`src/rtl/fixed_point_pid_controller_top_assert.svh`:
```
// Assertion macros shared by the PID controller RTL.
// Each macro expects clk_i and rst_ni to be visible at the point of use.
`ifndef FIXED_POINT_PID_CONTROLLER_TOP_ASSERT_SVH
`define FIXED_POINT_PID_CONTROLLER_TOP_ASSERT_SVH

// Same-cycle implication, checked at every rising edge outside reset.
`define FPID_ASSERT_IMP(lbl, ante, cons, msg) \
  lbl: assert property (@(posedge clk_i) disable iff (!rst_ni) (ante) |-> (cons)) \
    else $error(msg);

// Next-cycle implication, checked at every rising edge outside reset.
`define FPID_ASSERT_NXT(lbl, ante, cons, msg) \
  lbl: assert property (@(posedge clk_i) disable iff (!rst_ni) (ante) |=> (cons)) \
    else $error(msg);

`endif

```
`src/rtl/fpid_pkg.sv`:
```
// ----------------------------------------------------------------------------
// fpid_pkg
// Types, constants, microcode table and arithmetic helpers of the PID block.
// ----------------------------------------------------------------------------
package fpid_pkg;

  // Fixed-point scaling of the gains and of every reported value.
  localparam int unsigned FRAC_BITS = 10;

  localparam logic signed [31:0] WORD_MAX = 32'sh7FFF_FFFF;
  localparam logic signed [31:0] WORD_MIN = 32'sh8000_0000;

  // Field widths.
  localparam int unsigned DATA_W = 32;
  localparam int unsigned PER_W  = 16;
  localparam int unsigned ERR_W  = 33;
  localparam int unsigned DIFF_W = 34;
  localparam int unsigned MAG_W  = 33;
  localparam int unsigned MUL_W  = 34;
  localparam int unsigned PROD_W = 2 * MUL_W;

  // Configuration register indexes.
  localparam int unsigned CFG_IDX_W = 3;
  localparam logic [CFG_IDX_W-1:0] CFG_KP    = 3'd0;
  localparam logic [CFG_IDX_W-1:0] CFG_KI    = 3'd1;
  localparam logic [CFG_IDX_W-1:0] CFG_KD    = 3'd2;
  localparam logic [CFG_IDX_W-1:0] CFG_PER   = 3'd3;
  localparam logic [CFG_IDX_W-1:0] CFG_IMAX  = 3'd4;
  localparam logic [CFG_IDX_W-1:0] CFG_IMIN  = 3'd5;
  localparam logic [CFG_IDX_W-1:0] CFG_OMAX  = 3'd6;
  localparam logic [CFG_IDX_W-1:0] CFG_OMIN  = 3'd7;

  // Divider runs one quotient bit per iteration.
  localparam int unsigned DIV_STEPS = MAG_W;
  localparam int unsigned DIV_CNT_W = $clog2(DIV_STEPS + 1);

  // Microcode step addresses.
  localparam int unsigned STEP_W = 4;
  localparam logic [STEP_W-1:0] STEP_IDLE  = 4'd0;
  localparam logic [STEP_W-1:0] STEP_MUL_P = 4'd1;
  localparam logic [STEP_W-1:0] STEP_SAT_P = 4'd2;
  localparam logic [STEP_W-1:0] STEP_SAT_K = 4'd3;
  localparam logic [STEP_W-1:0] STEP_MUL_I = 4'd4;
  localparam logic [STEP_W-1:0] STEP_SAT_I = 4'd5;
  localparam logic [STEP_W-1:0] STEP_INTEG = 4'd6;
  localparam logic [STEP_W-1:0] STEP_DIV   = 4'd7;
  localparam logic [STEP_W-1:0] STEP_QUO   = 4'd8;
  localparam logic [STEP_W-1:0] STEP_MUL_D = 4'd9;
  localparam logic [STEP_W-1:0] STEP_SAT_D = 4'd10;
  localparam logic [STEP_W-1:0] STEP_TOTAL = 4'd11;

  // Operand pairing of the shared multiplier.
  typedef enum logic [2:0] {
    MUL_NONE,
    MUL_KP_ERR,
    MUL_KI_ERR,
    MUL_TMP_PER,
    MUL_KD_QUO
  } mul_op_e;

  // Destination of the saturated product.
  typedef enum logic [1:0] {
    SAT_NONE,
    SAT_P,
    SAT_TMP,
    SAT_D
  } sat_dst_e;

  // Adder and clamp operations.
  typedef enum logic [1:0] {
    ALU_NONE,
    ALU_INTEG,
    ALU_QUO,
    ALU_TOTAL
  } alu_op_e;

  // Condition under which a step jumps to its target instead of moving on.
  typedef enum logic [1:0] {
    COND_NONE,
    COND_NO_INPUT,
    COND_DIV_BUSY,
    COND_OUT_BUSY
  } cond_e;

  // Divider control.
  typedef struct packed {
    logic start;
    logic step;
  } div_ctrl_t;

  // One microcode word.
  typedef struct packed {
    mul_op_e           mul;
    sat_dst_e          sat;
    alu_op_e           alu;
    div_ctrl_t         div;
    cond_e             cond;
    logic [STEP_W-1:0] target;
    logic              last;
  } ucode_t;

  // Control program.
  function automatic ucode_t ucode_rom(input logic [STEP_W-1:0] step);
    ucode_t w;
    w = '{mul: MUL_NONE, sat: SAT_NONE, alu: ALU_NONE, div: '0,
          cond: COND_NONE, target: STEP_IDLE, last: 1'b0};
    unique case (step)
      STEP_IDLE: begin
        w.cond   = COND_NO_INPUT;
        w.target = STEP_IDLE;
      end
      STEP_MUL_P: w.mul = MUL_KP_ERR;
      STEP_SAT_P: begin
        w.sat = SAT_P;
        w.mul = MUL_KI_ERR;
      end
      STEP_SAT_K: w.sat = SAT_TMP;
      STEP_MUL_I: w.mul = MUL_TMP_PER;
      STEP_SAT_I: w.sat = SAT_TMP;
      STEP_INTEG: begin
        w.alu       = ALU_INTEG;
        w.div.start = 1'b1;
      end
      STEP_DIV: begin
        w.div.step = 1'b1;
        w.cond     = COND_DIV_BUSY;
        w.target   = STEP_DIV;
      end
      STEP_QUO:   w.alu = ALU_QUO;
      STEP_MUL_D: w.mul = MUL_KD_QUO;
      STEP_SAT_D: w.sat = SAT_D;
      STEP_TOTAL: begin
        w.alu    = ALU_TOTAL;
        w.cond   = COND_OUT_BUSY;
        w.target = STEP_TOTAL;
        w.last   = 1'b1;
      end
      default: w.last = 1'b1;
    endcase
    return w;
  endfunction

  // Saturate a full-width product to the signed 32-bit range.
  function automatic logic signed [DATA_W-1:0] sat32(input logic signed [PROD_W-1:0] v);
    if (v[PROD_W-1:DATA_W-1] == {(PROD_W-DATA_W+1){v[PROD_W-1]}}) begin
      return v[DATA_W-1:0];
    end
    return v[PROD_W-1] ? WORD_MIN : WORD_MAX;
  endfunction

  // Upper limit first, then lower limit, so inverted limits give one of the two.
  function automatic logic signed [DATA_W-1:0] clamp32(input logic signed [DIFF_W-1:0] v,
                                                       input logic signed [DATA_W-1:0] hi,
                                                       input logic signed [DATA_W-1:0] lo);
    logic signed [DIFF_W-1:0] hi_x;
    logic signed [DIFF_W-1:0] lo_x;
    hi_x = {{(DIFF_W-DATA_W){hi[DATA_W-1]}}, hi};
    lo_x = {{(DIFF_W-DATA_W){lo[DATA_W-1]}}, lo};
    if (v > hi_x) begin
      return hi;
    end
    if (v < lo_x) begin
      return lo;
    end
    return v[DATA_W-1:0];
  endfunction

endpackage

```
`src/rtl/fpid_div.sv`:
```
// ----------------------------------------------------------------------------
// fpid_div
// Restoring divider, one quotient bit per cycle while ctrl_i.step is set, quotient truncated to zero.
// ----------------------------------------------------------------------------
module fpid_div (
  input  logic                                 clk_i,
  input  logic                                 rst_ni,
  input  fpid_pkg::div_ctrl_t                  ctrl_i,
  input  logic signed [fpid_pkg::DIFF_W-1:0]   dividend_i,
  input  logic        [fpid_pkg::PER_W-1:0]    divisor_i,
  output logic signed [fpid_pkg::DIFF_W-1:0]   quotient_o,
  output logic                                 last_o
);
  import fpid_pkg::*;

  logic                 neg_q, neg_d;
  logic [MAG_W-1:0]     quo_q, quo_d;
  logic [PER_W-1:0]     rem_q, rem_d;
  logic [DIV_CNT_W-1:0] cnt_q, cnt_d;

  logic [DIFF_W-1:0]    mag_full;
  logic [PER_W:0]       trial;
  logic [PER_W:0]       trial_sub;
  logic [DIFF_W-1:0]    quo_ext;

  // Magnitude of the dividend; it always fits in MAG_W bits.
  assign mag_full = dividend_i[DIFF_W-1] ? DIFF_W'(-dividend_i) : DIFF_W'(dividend_i);

  // One restoring iteration: shift in the next dividend bit, subtract if it fits.
  assign trial     = {rem_q, quo_q[MAG_W-1]};
  assign trial_sub = trial - {1'b0, divisor_i};

  always_comb begin
    neg_d = neg_q;
    quo_d = quo_q;
    rem_d = rem_q;
    cnt_d = cnt_q;
    if (ctrl_i.start) begin
      neg_d = dividend_i[DIFF_W-1];
      quo_d = mag_full[MAG_W-1:0];
      rem_d = '0;
      cnt_d = '0;
    end else if (ctrl_i.step) begin
      if (trial >= {1'b0, divisor_i}) begin
        rem_d = trial_sub[PER_W-1:0];
        quo_d = {quo_q[MAG_W-2:0], 1'b1};
      end else begin
        rem_d = trial[PER_W-1:0];
        quo_d = {quo_q[MAG_W-2:0], 1'b0};
      end
      cnt_d = cnt_q + DIV_CNT_W'(1);
    end
  end

  // Iteration counter is control state; the operands are payload.
  always_ff @(posedge clk_i or negedge rst_ni) begin
    if (!rst_ni) begin
      cnt_q <= '0;
    end else begin
      cnt_q <= cnt_d;
    end
  end

  always_ff @(posedge clk_i) begin
    neg_q <= neg_d;
    quo_q <= quo_d;
    rem_q <= rem_d;
  end

  assign last_o     = (cnt_q == DIV_CNT_W'(DIV_STEPS - 1));
  assign quo_ext    = {{(DIFF_W-MAG_W){1'b0}}, quo_q};
  assign quotient_o = neg_q ? $signed(-quo_ext) : $signed(quo_ext);

endmodule

```
`src/rtl/fixed_point_pid_controller_top.sv`:
```
// ----------------------------------------------------------------------------
// fixed_point_pid_controller_top: microcoded fixed-point PID controller.
// Each sample runs the whole microcode program, with the 33 iterations of the
// bit-serial derivative divider, before the next sample is accepted.
// Reset clears gains, integral and last error, opens every limit to the full
// 32-bit range and sets the period to 1.
// ----------------------------------------------------------------------------
module fixed_point_pid_controller_top (
  input  logic                               clk_i,
  input  logic                               rst_ni,
  // Input stream. tdata: measured [31:0], target [63:32].
  input  logic                               s_axis_tvalid,
  output logic                               s_axis_tready,
  input  logic [63:0]                        s_axis_tdata,
  // Output stream. tdata: control [31:0], p_term [63:32], i_term [95:64],
  // d_term [127:96].
  output logic                               m_axis_tvalid,
  input  logic                               m_axis_tready,
  output logic [127:0]                       m_axis_tdata,
  // Configuration writes.
  input  logic                               cfg_valid_i,
  output logic                               cfg_ready_o,
  input  logic [fpid_pkg::CFG_IDX_W-1:0]     cfg_index_i,
  input  logic [fpid_pkg::DATA_W-1:0]        cfg_data_i
);
  import fpid_pkg::*;

`include "fixed_point_pid_controller_top_assert.svh"

  // Configuration registers.
  logic signed [DATA_W-1:0] kp_q, ki_q, kd_q;
  logic        [PER_W-1:0]  per_q;
  logic signed [DATA_W-1:0] imax_q, imin_q, omax_q, omin_q;

  // Sequencer.
  logic [STEP_W-1:0] step_q, step_d;
  ucode_t            uw;
  logic              hold;

  // Datapath.
  logic signed [ERR_W-1:0]  err_q;
  logic signed [ERR_W-1:0]  prev_q;
  logic signed [DATA_W-1:0] integral_q;
  logic signed [DATA_W-1:0] tmp_q, p_q, d_q;
  logic signed [DIFF_W-1:0] quo_q;
  logic signed [PROD_W-1:0] prod_q;
  logic signed [MUL_W-1:0]  mul_a, mul_b;
  logic signed [DATA_W-1:0] sat_val;
  logic signed [DATA_W-1:0] integ_new;
  logic signed [DATA_W-1:0] total;
  logic signed [DIFF_W-1:0] diff;
  logic        [PER_W-1:0]  per_eff;
  logic signed [ERR_W-1:0]  err_in;

  // Output register.
  logic         out_valid_q;
  logic [127:0] out_data_q;

  // Divider.
  logic signed [DIFF_W-1:0] div_quo;
  logic                     div_last;

  logic in_xfer, out_xfer, out_load;

  assign cfg_ready_o   = 1'b1;
  assign s_axis_tready = (step_q == STEP_IDLE);
  assign in_xfer       = s_axis_tvalid && s_axis_tready;
  assign out_xfer      = out_valid_q && m_axis_tready;
  assign m_axis_tvalid = out_valid_q;
  assign m_axis_tdata  = out_data_q;

  // A zero period counts as one.
  assign per_eff = (per_q == '0) ? PER_W'(1) : per_q;

  // Configuration write decode.
  always_ff @(posedge clk_i or negedge rst_ni) begin
    if (!rst_ni) begin
      kp_q   <= '0;
      ki_q   <= '0;
      kd_q   <= '0;
      per_q  <= PER_W'(1);
      imax_q <= WORD_MAX;
      imin_q <= WORD_MIN;
      omax_q <= WORD_MAX;
      omin_q <= WORD_MIN;
    end else if (cfg_valid_i && cfg_ready_o) begin
      unique case (cfg_index_i)
        CFG_KP:   kp_q   <= cfg_data_i;
        CFG_KI:   ki_q   <= cfg_data_i;
        CFG_KD:   kd_q   <= cfg_data_i;
        CFG_PER:  per_q  <= cfg_data_i[PER_W-1:0];
        CFG_IMAX: imax_q <= cfg_data_i;
        CFG_IMIN: imin_q <= cfg_data_i;
        CFG_OMAX: omax_q <= cfg_data_i;
        CFG_OMIN: omin_q <= cfg_data_i;
        default: ;
      endcase
    end
  end

  // Microcode fetch and branch condition.
  assign uw = ucode_rom(step_q);

  always_comb begin
    case (uw.cond)
      COND_NO_INPUT: hold = !in_xfer;
      COND_DIV_BUSY: hold = !div_last;
      COND_OUT_BUSY: hold = out_valid_q && !m_axis_tready;
      default:       hold = 1'b0;
    endcase
  end

  always_comb begin
    if (hold) begin
      step_d = uw.target;
    end else if (uw.last) begin
      step_d = STEP_IDLE;
    end else begin
      step_d = step_q + STEP_W'(1);
    end
  end

  assign out_load = (uw.alu == ALU_TOTAL) && !hold;

  // Shared multiplier operand selection.
  always_comb begin
    mul_a = '0;
    mul_b = '0;
    case (uw.mul)
      MUL_KP_ERR: begin
        mul_a = {{(MUL_W-DATA_W){kp_q[DATA_W-1]}}, kp_q};
        mul_b = {{(MUL_W-ERR_W){err_q[ERR_W-1]}}, err_q};
      end
      MUL_KI_ERR: begin
        mul_a = {{(MUL_W-DATA_W){ki_q[DATA_W-1]}}, ki_q};
        mul_b = {{(MUL_W-ERR_W){err_q[ERR_W-1]}}, err_q};
      end
      MUL_TMP_PER: begin
        mul_a = {{(MUL_W-DATA_W){tmp_q[DATA_W-1]}}, tmp_q};
        mul_b = {{(MUL_W-PER_W){1'b0}}, per_eff};
      end
      MUL_KD_QUO: begin
        mul_a = {{(MUL_W-DATA_W){kd_q[DATA_W-1]}}, kd_q};
        mul_b = quo_q;
      end
      default: ;
    endcase
  end

  // Error, derivative difference, saturation and the two clamps.
  assign err_in = $signed({s_axis_tdata[31], s_axis_tdata[31:0]})
                - $signed({s_axis_tdata[63], s_axis_tdata[63:32]});
  assign diff    = {err_q[ERR_W-1], err_q} - {prev_q[ERR_W-1], prev_q};
  assign sat_val = sat32(prod_q);
  assign integ_new = clamp32({{(DIFF_W-DATA_W){integral_q[DATA_W-1]}}, integral_q}
                           + {{(DIFF_W-DATA_W){tmp_q[DATA_W-1]}}, tmp_q},
                             imax_q, imin_q);
  assign total = clamp32({{(DIFF_W-DATA_W){p_q[DATA_W-1]}}, p_q}
                       + {{(DIFF_W-DATA_W){integral_q[DATA_W-1]}}, integral_q}
                       + {{(DIFF_W-DATA_W){d_q[DATA_W-1]}}, d_q},
                         omax_q, omin_q);

  // Control state and controller state.
  always_ff @(posedge clk_i or negedge rst_ni) begin
    if (!rst_ni) begin
      step_q      <= STEP_IDLE;
      out_valid_q <= 1'b0;
      integral_q  <= '0;
      prev_q      <= '0;
    end else begin
      step_q <= step_d;
      if (out_load) begin
        out_valid_q <= 1'b1;
      end else if (out_xfer) begin
        out_valid_q <= 1'b0;
      end
      if (uw.alu == ALU_INTEG) begin
        integral_q <= integ_new;
        prev_q     <= err_q;
      end
    end
  end

  // Datapath payload registers.
  always_ff @(posedge clk_i) begin
    if (in_xfer) begin
      err_q <= err_in;
    end
    if (uw.mul != MUL_NONE) begin
      prod_q <= PROD_W'(mul_a) * PROD_W'(mul_b);
    end
    case (uw.sat)
      SAT_P:   p_q   <= sat_val;
      SAT_TMP: tmp_q <= sat_val;
      SAT_D:   d_q   <= sat_val;
      default: ;
    endcase
    if (uw.alu == ALU_QUO) begin
      quo_q <= div_quo;
    end
    if (out_load) begin
      out_data_q <= {d_q >>> FRAC_BITS, integral_q >>> FRAC_BITS,
                     p_q >>> FRAC_BITS, total >>> FRAC_BITS};
    end
  end

  // Derivative divider: (error - last error) / period.
  fpid_div u_div (
    .clk_i      (clk_i),
    .rst_ni     (rst_ni),
    .ctrl_i     (uw.div),
    .dividend_i (diff),
    .divisor_i  (per_eff),
    .quotient_o (div_quo),
    .last_o     (div_last)
  );

  // Sequencer checks.
  `FPID_ASSERT_NXT(a_xfer_starts_program, in_xfer, step_q == STEP_MUL_P, "program did not start")
  `FPID_ASSERT_NXT(a_total_loads_output, out_load, out_valid_q && (step_q == STEP_IDLE), "result not registered")
  `FPID_ASSERT_NXT(a_div_exits_on_last, (step_q == STEP_DIV) && div_last, step_q == STEP_QUO, "divider loop did not exit")

endmodule

```
`config.mk`:
```
export PLATFORM = sky130hd
export DESIGN_NAME = fixed_point_pid_controller_top
export DESIGN_NICKNAME = d
export VERILOG_FILES = /design/src/rtl/fpid_pkg.sv /design/src/rtl/fpid_div.sv /design/src/rtl/fixed_point_pid_controller_top.sv
export VERILOG_INCLUDE_DIRS = /design/src /design/src/rtl
export SDC_FILE = /design/constraint.sdc
export NUM_CORES = 2
export LEC_CHECK = 0
export BUFFER_PORTS_ARGS = -buffer_cell sky130_fd_sc_hd__buf_2
export CORE_ASPECT_RATIO = 0.6
export CORE_MARGIN = 5
export CORE_UTILIZATION = 33
export CTS_CLUSTER_DIAMETER = 30
export DETAILED_ROUTE_END_ITERATION = 16
export PLACE_DENSITY_LB_ADDON = 0.2
export SLEW_MARGIN = 30
export SYNTH_ARGS = -nofsm -noshare
export SYNTH_HDL_FRONTEND = slang
export SYNTH_HIERARCHICAL = 1
export SYNTH_SLANG_ARGS = --single-unit
export TNS_END_PERCENT = 1
```
`constraint.sdc`:
```
create_clock -name clk_i -period 19 [get_ports clk_i]
set_input_delay 0.95 -clock clk_i [delete_from_list [all_inputs] [get_ports clk_i]]
set_output_delay 0.95 -clock clk_i [all_outputs]
set_load 0.01 [all_outputs]
```
==> Yosys cells after proc, flatten, opt, wreduce, memory -nomap -nowiden <==
Cells that the tools add are included.
{ "classes": {"n_addsub": 10, "multipliers": 1, "n_div": 0, "order_cmp": 5, "n_eq_ne": 33, "shifts": 0, "muxes": 40, "n_bitwise": 0, "n_reduce_logical": 25} }
{ "ops": {"columns": ["op", "n"], "rows": [
  ["32-bit two-way mux", 11],
  ["34-bit case mux with 4 select lines", 1],
  ["33-bit two-way mux", 4],
  ["34-bit case mux with 3 select lines", 1],
  ["34-bit by 34-bit multiplier with 68-bit output", 1],
  ["32-bit by 32-bit adder with 33-bit output", 2],
  ["36-bit == test", 1],
  ["33-bit by 32-bit adder with 34-bit output", 1],
  ["34-bit by 32-bit greater-than comparator with 1-bit output", 1],
  ["34-bit by 32-bit less-than comparator with 1-bit output", 1],
  ["33-bit negation with 34-bit output", 1],
  ["33-bit by 33-bit subtractor with 34-bit output", 1],
  ["33-bit by 32-bit greater-than comparator with 1-bit output", 1],
  ["33-bit by 32-bit less-than comparator with 1-bit output", 1],
  ["33-bit negation", 1],
  ["32-bit by 32-bit subtractor with 33-bit output", 1],
  ["16-bit two-way mux", 2],
  ["6-bit case mux with 3 select lines", 1],
  ["17-bit by 16-bit >= comparator with 1-bit output", 1],
  ["4-bit by 3-bit == test with 1-bit output, second input constant", 4],
  ["4-bit == test, second input constant", 4],
  ["16-bit logical NOT", 1],
  ["2-bit AND reduction", 8],
  ["16-bit subtractor", 1],
  ["24 further kinds", 62]
]} }
{ "totals": {"regBits": 715, "latchBits": 0, "mem_bits_rw": 0, "romBits": 0, "in_bits": 104, "output_inout_bits": 131, "wordCells": 138, "n_memories": 0} }

==> Logic depth before layout (Yosys ltp) <==
{ "depth": {"ltp_word": 7, "depth_mapped": 41} }

==> By module <==
The synthesis kept the hierarchy.
{ "modules_own_cells": {"columns": ["module", "n_inst", "cells_per_inst", "area_each_um2", "seq_area_each_um2"], "rows": [
  ["fixed_point_pid_controller_top", 1, 7375, 73267.8, 17418.0],
  ["fpid_div", 1, 559, 4770.8, 1491.4]
]} }

==> Worst setup path before layout <==
No wires, ideal clock.
{ "synth_timing": {"kind": "flip-flop to flip-flop", "from": "reg step_q[0]", "to": "reg prod_q[67] (data pin)", "t_arrival_ns": 9.790, "t_required_ns": 18.734, "path_slack_ns": 8.943, "path_stages_with_launch": 36, "n_path_buf": 5, "period_less_slack_ns": 10.057, "cell_sequence": "dfrtp_1 inv_1 ha_1 clkbuf_1 nand3b_1 a21oi_1 buf_2 buf_2 clkbuf_1 nand2_1 nand2_1 clkbuf_1 nand2_1 fa_1 inv_1 fa_1 fa_1 inv_1 fa_1 inv_1 fa_1 fa_1 fa_1 inv_1 fa_1 inv_1 ha_1 a21o_1 a21oi_1 o21ai_0 nor2_1 a311oi_1 o22ai_1 o21ai_1 mux2i_1 nand4_1"} }
{ "synth_between": {"elab_chain_len": 6, "word_cells_on_any_way": 13} }
{ "synth_lines": {"columns": ["item", "line", "source"], "rows": [
  ["from (decl)", "fixed_point_pid_controller_top.sv:36", "logic [STEP_W-1:0] step_q, step_d;"],
  ["from (signal assigned)", "fixed_point_pid_controller_top.sv:171", "step_q <= step_d;"],
  ["4-bit == test (tied with other cells)", "fpid_pkg.sv:107", "unique case (step)"],
  ["3-bit case mux with 4 select lines (*)", "fpid_pkg.sv:107", null],
  ["3-bit by 2-bit == test with 1-bit output / 3-bit by 1-bit == test with 1-bit output (equally long branches)", "fixed_point_pid_controller_top.sv:129", "case (uw.mul)"],
  ["2-bit OR reduction (no source line)", null, null],
  ["34-bit case mux with 3 select lines", "fixed_point_pid_controller_top.sv:129", null],
  ["34-bit by 34-bit multiplier with 68-bit output (*)", "fixed_point_pid_controller_top.sv:190", "prod_q <= PROD_W'(mul_a) * PROD_W'(mul_b);"],
  ["to (signal assigned)", "fixed_point_pid_controller_top.sv:190", null],
  ["to (decl)", "fixed_point_pid_controller_top.sv:46", "logic signed [PROD_W-1:0] prod_q;"]
]} }
Every way passes the cells marked *; elsewhere a longest branch is shown, timed or not.
A chain may end at the register's enable or synchronous reset.

==> Final worst setup path <==
Ends and elaborated chain as after synthesis.

==> results.py <==
metrics = {
    "cts": {
        "clock_sinks": 685,
        "htree_levels": 4,
        "cts_resized": 0,
        "clock_latency_ns": 0.82,
        "clock_path_buffers": 4,
        "cts_root_buffer": "clkbuf_16",
        "clkTransAtPathRegs_ns": 0.05,
        "postCtsHoldBufs": 0,
        "cts_tree": "built",
        "cts_setup_buffers": 0,
        "numCtsBuffers": 145,
    },
    "critical_path": {
        "critical_path_class": "flip-flop to flip-flop",
        "cp_data_arrival_time_ns": 12.59,
        "crit_slowest_cell": "fa_2",
        "worstPathRequired_ns": 19.47,
        "cp_max_fo": 51,
        "critPathMostFrequentCell": "fa_1",
        "max_stage_delay_ns": 0.94,
        "crit_path_start_kind": "flip-flop",
        "setup.worst_path.end_class": "flip-flop",
        "rr_startpoint": "step_q[0]",
        "critical_path.startpoint": "step_q[0]",
        "reg2reg_setup_slack_ns": 6.88,
        "crit_end": "prod_q[67]",
        "worstRegToRegCells": 32,
        "r2r_end": "prod_q[67]",
    },
    "sta": {
        "tightest_slew_ns": 1.05,
        "period_needed_ns": 12.12,
        "setup_tns_ns": 0,
        "finalSetupViolations": 0,
        "slew-limit-headroom_pct": 29.5,
        "fin_hold_ws_ns": 0.108,
        "maxSlewViolCount": 0,
        "final_hold_viol_count": 0,
        "skew_ns": 0.0934,
        "max_freq_ghz": 0.0825,
        "rsz0062_at_grt": "false",
        "postLayoutSetupSlackWorst_ns": 6.88,
        "fin_crit_sh_pct": 63.8,
    },
    "synth": {
        "synth_seq_cells": 685,
        "synth_common_cells": "inv_1 (1,381), fa_1 (1,230), nand2_1 (920)",
        "synth_most_common_cell": "inv_1",
        "yosysUniqueCellTypes": 102,
        "synth.area.top_cells": "fa_1 (32%), edfxtp_1 (14%), dfrtp_1 (8.0%)",
        "synth-seq-area-share_pct": 24.2,
        "yosysWarningCount": 6,
        "synth_edf_count": 353,
        "async_flop_share_pct": 46.1,
        "syn_area_per_cell_sq_um": 9.84,
        "synth_area_sq_um": 78000,
        "synth-main-ff-cell": "edfxtp_1",
        "syn-num-nets": 9755,
        "synth_top_area_share_pct": 31.6,
        "postSynthCellCount": 7934,
        "yosysTopAreaCell": "fa_1",
    },
    "placement": {
        "place_congestion": 0.957,
        "portBuffers": 233,
        "dp_hpwl_mm": 219,
        "dpl_worst_slack_ns": 7.22,
    },
    "global_routing": {
        "grt_use_total_pct": 22.5,
        "grt_max_degree": 167,
        "gr-total-overflow": 0,
        "first_global_vias": 58900,
        "grt_pass1_wl_mm": 411,
        "antenna_found_initial": 4,
    },
    "layout": {
        "fin_nets": 9870,
        "area_delta_synth_final_pct": 12.1,
        "nFillCells": 23600,
        "drive_gt1_share_pct": 12.2,
        "seq_area_sq_um": 18900,
        "multi_input_area_sq_um": 52500,
    },
    "detailed_routing": {
        "via_count": 59000,
        "drt_iter0_markers": 6153,
        "wirelength_mm": 280,
        "drt-pass1-iter-count": 7,
        "vias_per_cell": 5.21,
        "avgRoutedWirePerCell_um": 24.8,
        "antenna_left": 0,
        "drc_errors": 0,
    },
    "run_status": {
        "outcome": "finished clean",
    },
    "floorplanning": {
        "start_util_pct": 33.1,
        "std_cell_rows": 138,
        "dieArea_sq_um": 247000,
        "coreArea_sq_um": 236000,
        "die_y_um": 387,
        "die_w_um": 638,
        "ioPinCount": 235,
    },
    "run": {
        "maxCapViolCount": 0,
    },
    "min_path": {
        "min-delay-path-class": "input port to asynchronous set/reset pin",
    },
}
-- critical path, delay by kind of cell, from the launching register on --
family	cells	cell delay, ns
fa+ha+maj	10	5.57
buf+inv	8	2.14
compound gates	5	2.05
simple gates	8	1.28
flops	1	0.42
mux	1	0.24
-- layout make-up --
class / count / share of cell area [%]
multi-input cells: 5471 / 60.0
flip-flops and latches: 685 / 21.6
inverters: 1381 / 5.93
well taps: 3150 / 4.50
clock buffers: 173 / 4.39
repair buffers: 365 / 2.54
clock inverters: 81 / 1.05
diodes: 2 / 0.00572
-- cell usage in the layout (no fill, tap or decap), drive strengths merged, types with 60 or more instances in the layout --
cell type,instances
dfrtp,251
mux2,212
ha,487
xor2,82
o21ai,265
edfxtp,353
nand2,920
nand4,66
dfstp,65
and2,60
a21oi,268
xnor2,166
buf,365
clkbuf,173
a21o,153
inv,1396
nor3,60
fa,1230
nor2,775
-- how the worst min path moves through the flow --
stage | slack (ns) | cells past startpoint | start | end
global route | 0.13 | 1 | rst_ni | m_axis_tvalid
global placement | 0.45 | 0 | d_q[26] | m_axis_tdata[112]
CTS | 0.11 | 1 | rst_ni | m_axis_tvalid
detailed placement | 0.46 | 0 | d_q[21] | m_axis_tdata[107]
floorplan | 0.45 | 0 | d_q[14] | m_axis_tdata[100]
finish | 0.11 | 1 | rst_ni | m_axis_tvalid
-- metrics by stage --
stage | area (sq um) | utilization [%] | instances
after floorplan | 78000 | - | 7934
after global placement | 82700 | 35.1 | 11000
after detailed placement | 82700 | 35.1 | 11100
after CTS | 87500 | 37.1 | 11300
after global routing | 87500 | 37.2 | 11300
final | 87500 | 37.2 | 11300
-- sequential cells by signal, summed over array words and instances, names as in the netlist, 33 cells and up --
| signal | cells |
|---|---|
| prev_q | 33 |
| m_axis_tdata | 88 |
| err_q | 33 |
| quo_q | 34 |
| u_div/quo_q | 33 |
| prod_q | 68 |
-- cells by family (layout without fill, tap and decap cells) --
kind of cell	count (synthesis)	in the layout	share of synthesized area (%)
compound gates	1091	1091	9.18
xor+xnor	248	248	2.78
fa+ha+maj	1717	1717	39.4
buf+inv	1778	2000	8.85
flops	685	685	24.2
mux	265	265	3.74
other cells	1	3	0.00481
simple gates	2149	2149	11.9
-- layer usage --
| layer | routed length [um] | GRT usage [%] | vias up |
|---|---|---|---|
| met1 | 139000 | 36.9 | 30000 |
| met2 | 96800 | 26.6 | 3015 |
| met4 | 4580 | 3.72 | 0 |
| li1 | - | - | 25700 |
| met5 | 0 | 0 | - |
| met3 | 40000 | 9.53 | 290 |
Power is not shown: default switching activity piles up to over one toggle a cycle in this logic, so the estimate is an artifact.
